**src/hdl/atr_pkg.sv**
```systemverilog
// Shared constants, types and attribute helpers for the ANSI text terminal renderer.
package atr_pkg;

	localparam int ATR_COLUMNS    = 80;
	localparam int ATR_ROWS       = 25;
	localparam int ATR_MAX_PARAMS = 8;

	localparam int ATR_CELLS_MAX = 256 * 64;
	localparam int ATR_AW_MAX    = $clog2(ATR_CELLS_MAX);
	localparam int ATR_LW_MAX    = $clog2(ATR_CELLS_MAX + 1);
	localparam int ATR_CELL_W    = 16;
	localparam int ATR_IN_W      = 24;
	localparam int ATR_OUT_W     = 40;

	localparam logic [7:0] ATR_DEFAULT_COLOUR = 8'd10;

	localparam logic [7:0] ATR_CH_BS       = 8'h08;
	localparam logic [7:0] ATR_CH_TAB      = 8'h09;
	localparam logic [7:0] ATR_CH_LF       = 8'h0A;
	localparam logic [7:0] ATR_CH_CR       = 8'h0D;
	localparam logic [7:0] ATR_CH_ESC      = 8'h1B;
	localparam logic [7:0] ATR_CH_SPACE    = 8'h20;
	localparam logic [7:0] ATR_CH_DIGIT0   = 8'h30;
	localparam logic [7:0] ATR_CH_DIGIT9   = 8'h39;
	localparam logic [7:0] ATR_CH_SEMI     = 8'h3B;
	localparam logic [7:0] ATR_CH_QUESTION = 8'h3F;
	localparam logic [7:0] ATR_CH_LBRACKET = 8'h5B;
	localparam logic [7:0] ATR_CH_UP       = 8'h41;
	localparam logic [7:0] ATR_CH_DOWN     = 8'h42;
	localparam logic [7:0] ATR_CH_RIGHT    = 8'h43;
	localparam logic [7:0] ATR_CH_LEFT     = 8'h44;
	localparam logic [7:0] ATR_CH_COLUMN   = 8'h47;
	localparam logic [7:0] ATR_CH_HOME     = 8'h48;
	localparam logic [7:0] ATR_CH_HOME_ALT = 8'h66;
	localparam logic [7:0] ATR_CH_ERASE_SCR = 8'h4A;
	localparam logic [7:0] ATR_CH_ERASE_LN = 8'h4B;
	localparam logic [7:0] ATR_CH_REV_INDEX = 8'h4D;
	localparam logic [7:0] ATR_CH_DELETE   = 8'h50;
	localparam logic [7:0] ATR_CH_SGR      = 8'h6D;
	localparam logic [7:0] ATR_CH_SAVE     = 8'h73;
	localparam logic [7:0] ATR_CH_RESTORE  = 8'h75;

	localparam logic [2:0] ATR_ANSI_MAP [8] = '{3'd0, 3'd4, 3'd2, 3'd6, 3'd1, 3'd5, 3'd3, 3'd7};

	typedef enum logic [1:0] {
		PH_NORMAL,
		PH_ESC,
		PH_CSI
	} atr_phase_t;

	typedef enum logic [1:0] {
		REG_DEFAULT_COLOUR,
		REG_POST_PROCESS,
		REG_NEWLINE_RETURNS,
		REG_OUTPUT_STOPPED
	} atr_reg_t;

	// One memory sweep: an optional cell copy followed by an optional fill.
	typedef struct packed {
		logic [ATR_LW_MAX-1:0] copy_len;
		logic [ATR_AW_MAX-1:0] copy_src;
		logic [ATR_AW_MAX-1:0] copy_dst;
		logic                  copy_down;
		logic [ATR_AW_MAX-1:0] fill_addr;
		logic [ATR_LW_MAX-1:0] fill_len;
		logic [ATR_CELL_W-1:0] fill_word;
	} atr_sweep_cmd_t;

	function automatic logic [7:0] atr_sgr(input logic [15:0] v, input logic [7:0] c,
			input logic [7:0] dflt);
		logic [7:0] r;
		logic [2:0] m;
		r = c;
		m = 3'd0;
		priority if (v == 16'd0) begin
			r = dflt;
		end else if (v == 16'd1) begin
			r = c | 8'h08;
		end else if (v == 16'd2 || v == 16'd22) begin
			r = c & 8'hF7;
		end else if (v == 16'd5 || v == 16'd6) begin
			r = c | 8'h80;
		end else if (v == 16'd7) begin
			r = {c[7], c[2:0], c[3], c[6:4]};
		end else if (v == 16'd39) begin
			r = {c[7:4], dflt[3:0]};
		end else if (v == 16'd49) begin
			r = {dflt[7:4], c[3:0]};
		end else if (v >= 16'd30 && v <= 16'd37) begin
			m = ATR_ANSI_MAP[3'(v - 16'd30)];
			r = {c[7:3], m};
		end else if (v >= 16'd90 && v <= 16'd97) begin
			m = ATR_ANSI_MAP[3'(v - 16'd90)];
			r = {c[7:4], 1'b1, m};
		end else if (v >= 16'd40 && v <= 16'd47) begin
			m = ATR_ANSI_MAP[3'(v - 16'd40)];
			r = {c[7], m, c[3:0]};
		end else if (v >= 16'd100 && v <= 16'd107) begin
			m = ATR_ANSI_MAP[3'(v - 16'd100)];
			r = {1'b1, m, c[3:0]};
		end else begin
			r = c;
		end
		return r;
	endfunction

endpackage

```
**src/hdl/atr_sweep.sv**
```systemverilog
// Screen sweep engine: pipelined cell copy then fill, one cell per cycle.
module atr_sweep import atr_pkg::*; #(
	parameter int CELLS = ATR_COLUMNS * ATR_ROWS,
	localparam int AW = $clog2(CELLS),
	localparam int LW = $clog2(CELLS + 1)
) (
	input  logic                  clk,
	input  logic                  arst_n,
	input  logic                  start,
	input  atr_sweep_cmd_t        cmd,
	output logic                  done,
	output logic [AW-1:0]         rd_addr,
	input  logic [ATR_CELL_W-1:0] rd_data,
	output logic                  wr_en,
	output logic [AW-1:0]         wr_addr,
	output logic [ATR_CELL_W-1:0] wr_data
);

	typedef enum logic [1:0] {
		E_IDLE,
		E_COPY,
		E_FILL
	} eng_state_t;

	eng_state_t            st_q;
	logic                  rdv_s1;
	logic                  done_q;
	logic [AW-1:0]         src_q;
	logic [AW-1:0]         dst_q;
	logic [AW-1:0]         fill_q;
	logic [LW-1:0]         rd_left_q;
	logic [LW-1:0]         wr_left_q;
	logic [LW-1:0]         fill_left_q;
	logic                  down_q;
	logic [ATR_CELL_W-1:0] word_q;

	assign done    = done_q;
	assign rd_addr = src_q;
	assign wr_en   = (st_q == E_COPY && rdv_s1) || st_q == E_FILL;
	assign wr_addr = (st_q == E_FILL) ? fill_q : dst_q;
	assign wr_data = (st_q == E_FILL) ? word_q : rd_data;

	always_ff @(posedge clk or negedge arst_n) begin
		if (!arst_n) begin
			st_q        <= E_IDLE;
			rdv_s1      <= 1'b0;
			done_q      <= 1'b0;
			src_q       <= '0;
			dst_q       <= '0;
			fill_q      <= '0;
			rd_left_q   <= '0;
			wr_left_q   <= '0;
			fill_left_q <= '0;
			down_q      <= 1'b0;
			word_q      <= '0;
		end else begin
			done_q <= 1'b0;
			unique case (st_q)
				E_IDLE: begin
					rdv_s1 <= 1'b0;
					if (start) begin
						src_q       <= AW'(cmd.copy_src);
						dst_q       <= AW'(cmd.copy_dst);
						rd_left_q   <= LW'(cmd.copy_len);
						wr_left_q   <= LW'(cmd.copy_len);
						down_q      <= cmd.copy_down;
						fill_q      <= AW'(cmd.fill_addr);
						fill_left_q <= LW'(cmd.fill_len);
						word_q      <= cmd.fill_word;
						if (LW'(cmd.copy_len) != '0) begin
							st_q <= E_COPY;
						end else if (LW'(cmd.fill_len) != '0) begin
							st_q <= E_FILL;
						end else begin
							done_q <= 1'b1;
						end
					end
				end
				E_COPY: begin
					// issue reads ahead, write each one in the cycle after its read
					rdv_s1 <= (rd_left_q != '0);
					if (rd_left_q != '0) begin
						src_q     <= down_q ? src_q - AW'(1) : src_q + AW'(1);
						rd_left_q <= rd_left_q - LW'(1);
					end
					if (rdv_s1) begin
						dst_q     <= down_q ? dst_q - AW'(1) : dst_q + AW'(1);
						wr_left_q <= wr_left_q - LW'(1);
						if (wr_left_q == LW'(1)) begin
							if (fill_left_q != '0) begin
								st_q <= E_FILL;
							end else begin
								st_q   <= E_IDLE;
								done_q <= 1'b1;
							end
						end
					end
				end
				E_FILL: begin
					fill_q      <= fill_q + AW'(1);
					fill_left_q <= fill_left_q - LW'(1);
					if (fill_left_q == LW'(1)) begin
						st_q   <= E_IDLE;
						done_q <= 1'b1;
					end
				end
				default: st_q <= E_IDLE;
			endcase
		end
	end

endmodule

```
**config.mk**
```make
export PLATFORM = sky130hd
export DESIGN_NAME = atr_sweep
export DESIGN_NICKNAME = d
export VERILOG_FILES = /design/src/hdl/atr_pkg.sv /design/src/hdl/atr_sweep.sv
export SDC_FILE = /design/constraint.sdc
export NUM_CORES = 1
export LEC_CHECK = 0
export BUFFER_PORTS_ARGS = -buffer_cell sky130_fd_sc_hd__buf_2
export CORE_MARGIN = 5
export CORE_UTILIZATION = 58
export DETAILED_ROUTE_END_ITERATION = 10
export PLACE_DENSITY_LB_ADDON = 0.05
export SLEW_MARGIN = 5
export SYNTH_ARGS = -nofsm -noshare
export SYNTH_HDL_FRONTEND = slang
export SYNTH_SLANG_ARGS = --single-unit
```
**constraint.sdc**
```tcl
create_clock -name clk -period 5.6 [get_ports clk]
set_clock_uncertainty 0.05 [all_clocks]
set_input_delay 1.12 -clock clk [delete_from_list [all_inputs] [get_ports clk]]
set_output_delay 1.12 -clock clk [all_outputs]
set_load 0.1 [all_outputs]
```
==> flow_metrics.env <==
export IMPL_status="finished clean"
export IMPL_grt_pass1_vias=5445
export IMPL_synthCells=724
export IMPL_rsz0062_at_grt="no"
export IMPL_grt_max_degree=62
export IMPL_cpMostUsedCell="nand2_1"
export IMPL_diodes=0
export IMPL_area_delta_synth_final_pct=16.7
export IMPL_max_cap_viol_count=0
export IMPL_drtIter0Drc=375
export IMPL_setup_tns_ns=0
export IMPL_reg2reg_slack_ns=2.79
export IMPL_initial_core_util_pct=58.7
export IMPL_cts_max_path_buffers=2
export IMPL_max_slew_margin_rel_pct=23.5
export IMPL_vias_per_cell=5.82
export IMPL_synth_top_family_by_area="simple AND/OR/NAND/NOR gates"
export IMPL_crit_chain="nor2b_2 > buf_4 > nand2_1 > nand2_1 > buf_2"
export IMPL_crit_path_start="st_q[1]"
export IMPL_numCtsBuffers=9
export IMPL_yosysWarnings=0
export IMPL_synth_main_ff_cell="dfrtp_1"
export IMPL_path_max_fanout=27
export IMPL_clock_latency_ns=0.37
export IMPL_wl_per_cell_um=16.1
export IMPL_critical_path_required_ns=4.43
export IMPL_antenna_found_initial=0
export IMPL_drive_above_1_share_pct=19.9
export IMPL_ioPinCount=148
export IMPL_cts_setup_buffers=0
export IMPL_gr_usage_met1_pct=35.8
export IMPL_fin_crit_ns=3.99
export IMPL_rows=36
export IMPL_finalNonFillerCells=973
export IMPL_setup_slack_ns=1.61
export IMPL_gp_congestion=0.888
export IMPL_root_buffer="clkbuf_8"
export IMPL_crit_type="reg -> out"
export IMPL_pre_cts_ws_ns=2.02
export IMPL_hp_class="reg -> reg"
export IMPL_synth_xor_xnor_area_share_pct=1.86
export IMPL_synth_adder_area_share_pct=6.46
export IMPL_max_stage_delay_ns=0.94
export IMPL_cp_arrival_ns=2.82
export IMPL_slew_violations=0
export IMPL_synth_edf_count=0
export IMPL_cts_tree="yes"
export IMPL_grt_pass1_wl_um=25600
export IMPL_endpoint_kind="primary output"
export IMPL_synthSimpleGateAreaFrac_pct=26.9
export IMPL_ys_types=59
export IMPL_route_vias_total=5662
export IMPL_r2r_start="down_q"
export IMPL_met3_usage_pct=3.79
export IMPL_seq_area_frac_synth_pct=38.5
export IMPL_clk_pin_slew_ns=0.10
export IMPL_antenna_left=0
export IMPL_synth_compound_area_share_pct=21.4
export IMPL_async_reset_ff_share_pct=100
export IMPL_post_route_period_util_pct=71.3
export IMPL_synth_nets=860
export IMPL_max_slew_worst_pin_slew_ns=1.15
export IMPL_nets=971
export IMPL_cts_htree_levels=3
export IMPL_dp_cells=957
export IMPL_finalHoldViolCount=0
export IMPL_use_met2_pct=44.7
export IMPL_synth_area_um2=5660
export IMPL_dr_pass1_iters=4
export IMPL_overflow=0
export IMPL_path_buf_inv=2
export IMPL_grt_usage_pct=26.9
export IMPL_cts_resized=0
export IMPL_placeableCoreArea_um2=9640
export IMPL_start_kind="register"
export IMPL_route_detailed_drc=0
export IMPL_grt_busiest_layer="met2"
export IMPL_setup_viol=0
export IMPL_die_w_um=109
export IMPL_clock_sinks=87
export IMPL_synth_ff_latch_count=87
export IMPL_postCtsHoldBufs=0
export IMPL_avgSynthCellArea_um2=7.81
export IMPL_min_from="word_q[12]"
export IMPL_wl_um=15700
export IMPL_synthMuxAreaShare_pct=0.730
export IMPL_dieHeight_um=109
export IMPL_cp_slowest_cell="nor2b_2"
export IMPL_hpwl_um=11100
export IMPL_crit_family="simple AND/OR/NAND/NOR gates"
export IMPL_timing_fmax_mhz=250
export IMPL_dieArea_um2=11800
export IMPL_port_buffers=130
-- area by class of cell --
type | instances | area, um2
Multi-Input combinational cell | 583 | 3260
Fill cell | 849 | 3040
Sequential cell | 87 | 2180
Timing Repair Buffer | 139 | 721
Tap cell | 133 | 166
Clock buffer | 9 | 124
Clock inverter | 7 | 95.1
Inverter | 15 | 56.3
-- per-layer routing --
layer,wire length [um],vias to the layer above
li1,-,2779
met1,6890,2649
met2,7520,197
met3,910,37
met4,373,0
met5,0,-
-- registers in the layout (all words and copies together), names as in the netlist, 2 cells and up --
name         cells
rd_left_q       11
st_q             2
fill_q          11
fill_left_q     11
rd_addr         11
wr_left_q       11
dst_q           11
word_q          16
-- logic make-up after synthesis --
family	after synthesis
adders and majority gates	28
DFF	87
buffers and inverters	54
xor gates and xnor gates	12
muxes	4
and+or+nand+nor	347
AOI/OAI and AO/OA	192
-- cells in the mapped netlist, types with 10 or more instances --
cell type	n	area share, %
nand2_1	195	13
dfrtp_1	87	38
nor2_1	61	4.0
a21oi_1	51	4.5
o21ai_0	45	4.0
nand3_1	27	2.4
ha_1	26	5.7
clkbuf_1	24	1.6
nor3_1	17	1.5
inv_1	15	1.0
a31oi_1	13	1.4
buf_2	10	0.88
o211ai_1	10	1.3
o22ai_1	10	1.1
-- cell usage in the layout, fill, tap and decap left out, types with 7 or more instances in the layout --
master / n
inv_1: 15
a21oi_1: 51
a31oi_1: 13
nor2_1: 60
buf_4: 10
buf_2: 129
nor4_1: 7
o21ai_0: 45
nor3_1: 17
clkbuf_8: 9
a211oi_1: 9
a21o_1: 9
nand2_1: 195
o211ai_1: 10
xnor2_1: 7
dfrtp_1: 87
ha_1: 26
o22ai_1: 10
nand3_1: 27
-- worst register-to-register path: cells and delay by family (launching register included) --
kind	cells	cell delay, ns
flip-flops	1	1.01
AO/OA/AOI/OAI	3	0.73
AND/OR/NAND/NOR	2	0.24
adder cells (fa/ha/maj)	1	0.41
multiplexers	1	0.26
-- metrics by stage --
step / utilization [%] / hold slack [ns] / area, um2
floorplan: - / 0.396 / 5660
global placement: 66.2 / 0.407 / 6380
detailed placement: 66.2 / 0.412 / 6380
CTS: 68.5 / 0.434 / 6600
global route: 68.5 / 0.451 / 6600
finish: 68.5 / 0.433 / 6600
-- worst paths after layout --
path / cells after the start / end
setup / recovery: 5 / wr_addr[6]
hold / removal: 2 / word_q[12]
setup reg to reg: 7 / rd_addr[9]
hold reg to reg: 2 / word_q[12]
max in group asynchronous: 2 / dst_q[1]
min in group asynchronous: 1 / fill_left_q[0]
Power is not shown: default switching activity piles up to over one toggle a cycle in this logic, so the estimate is an artifact.
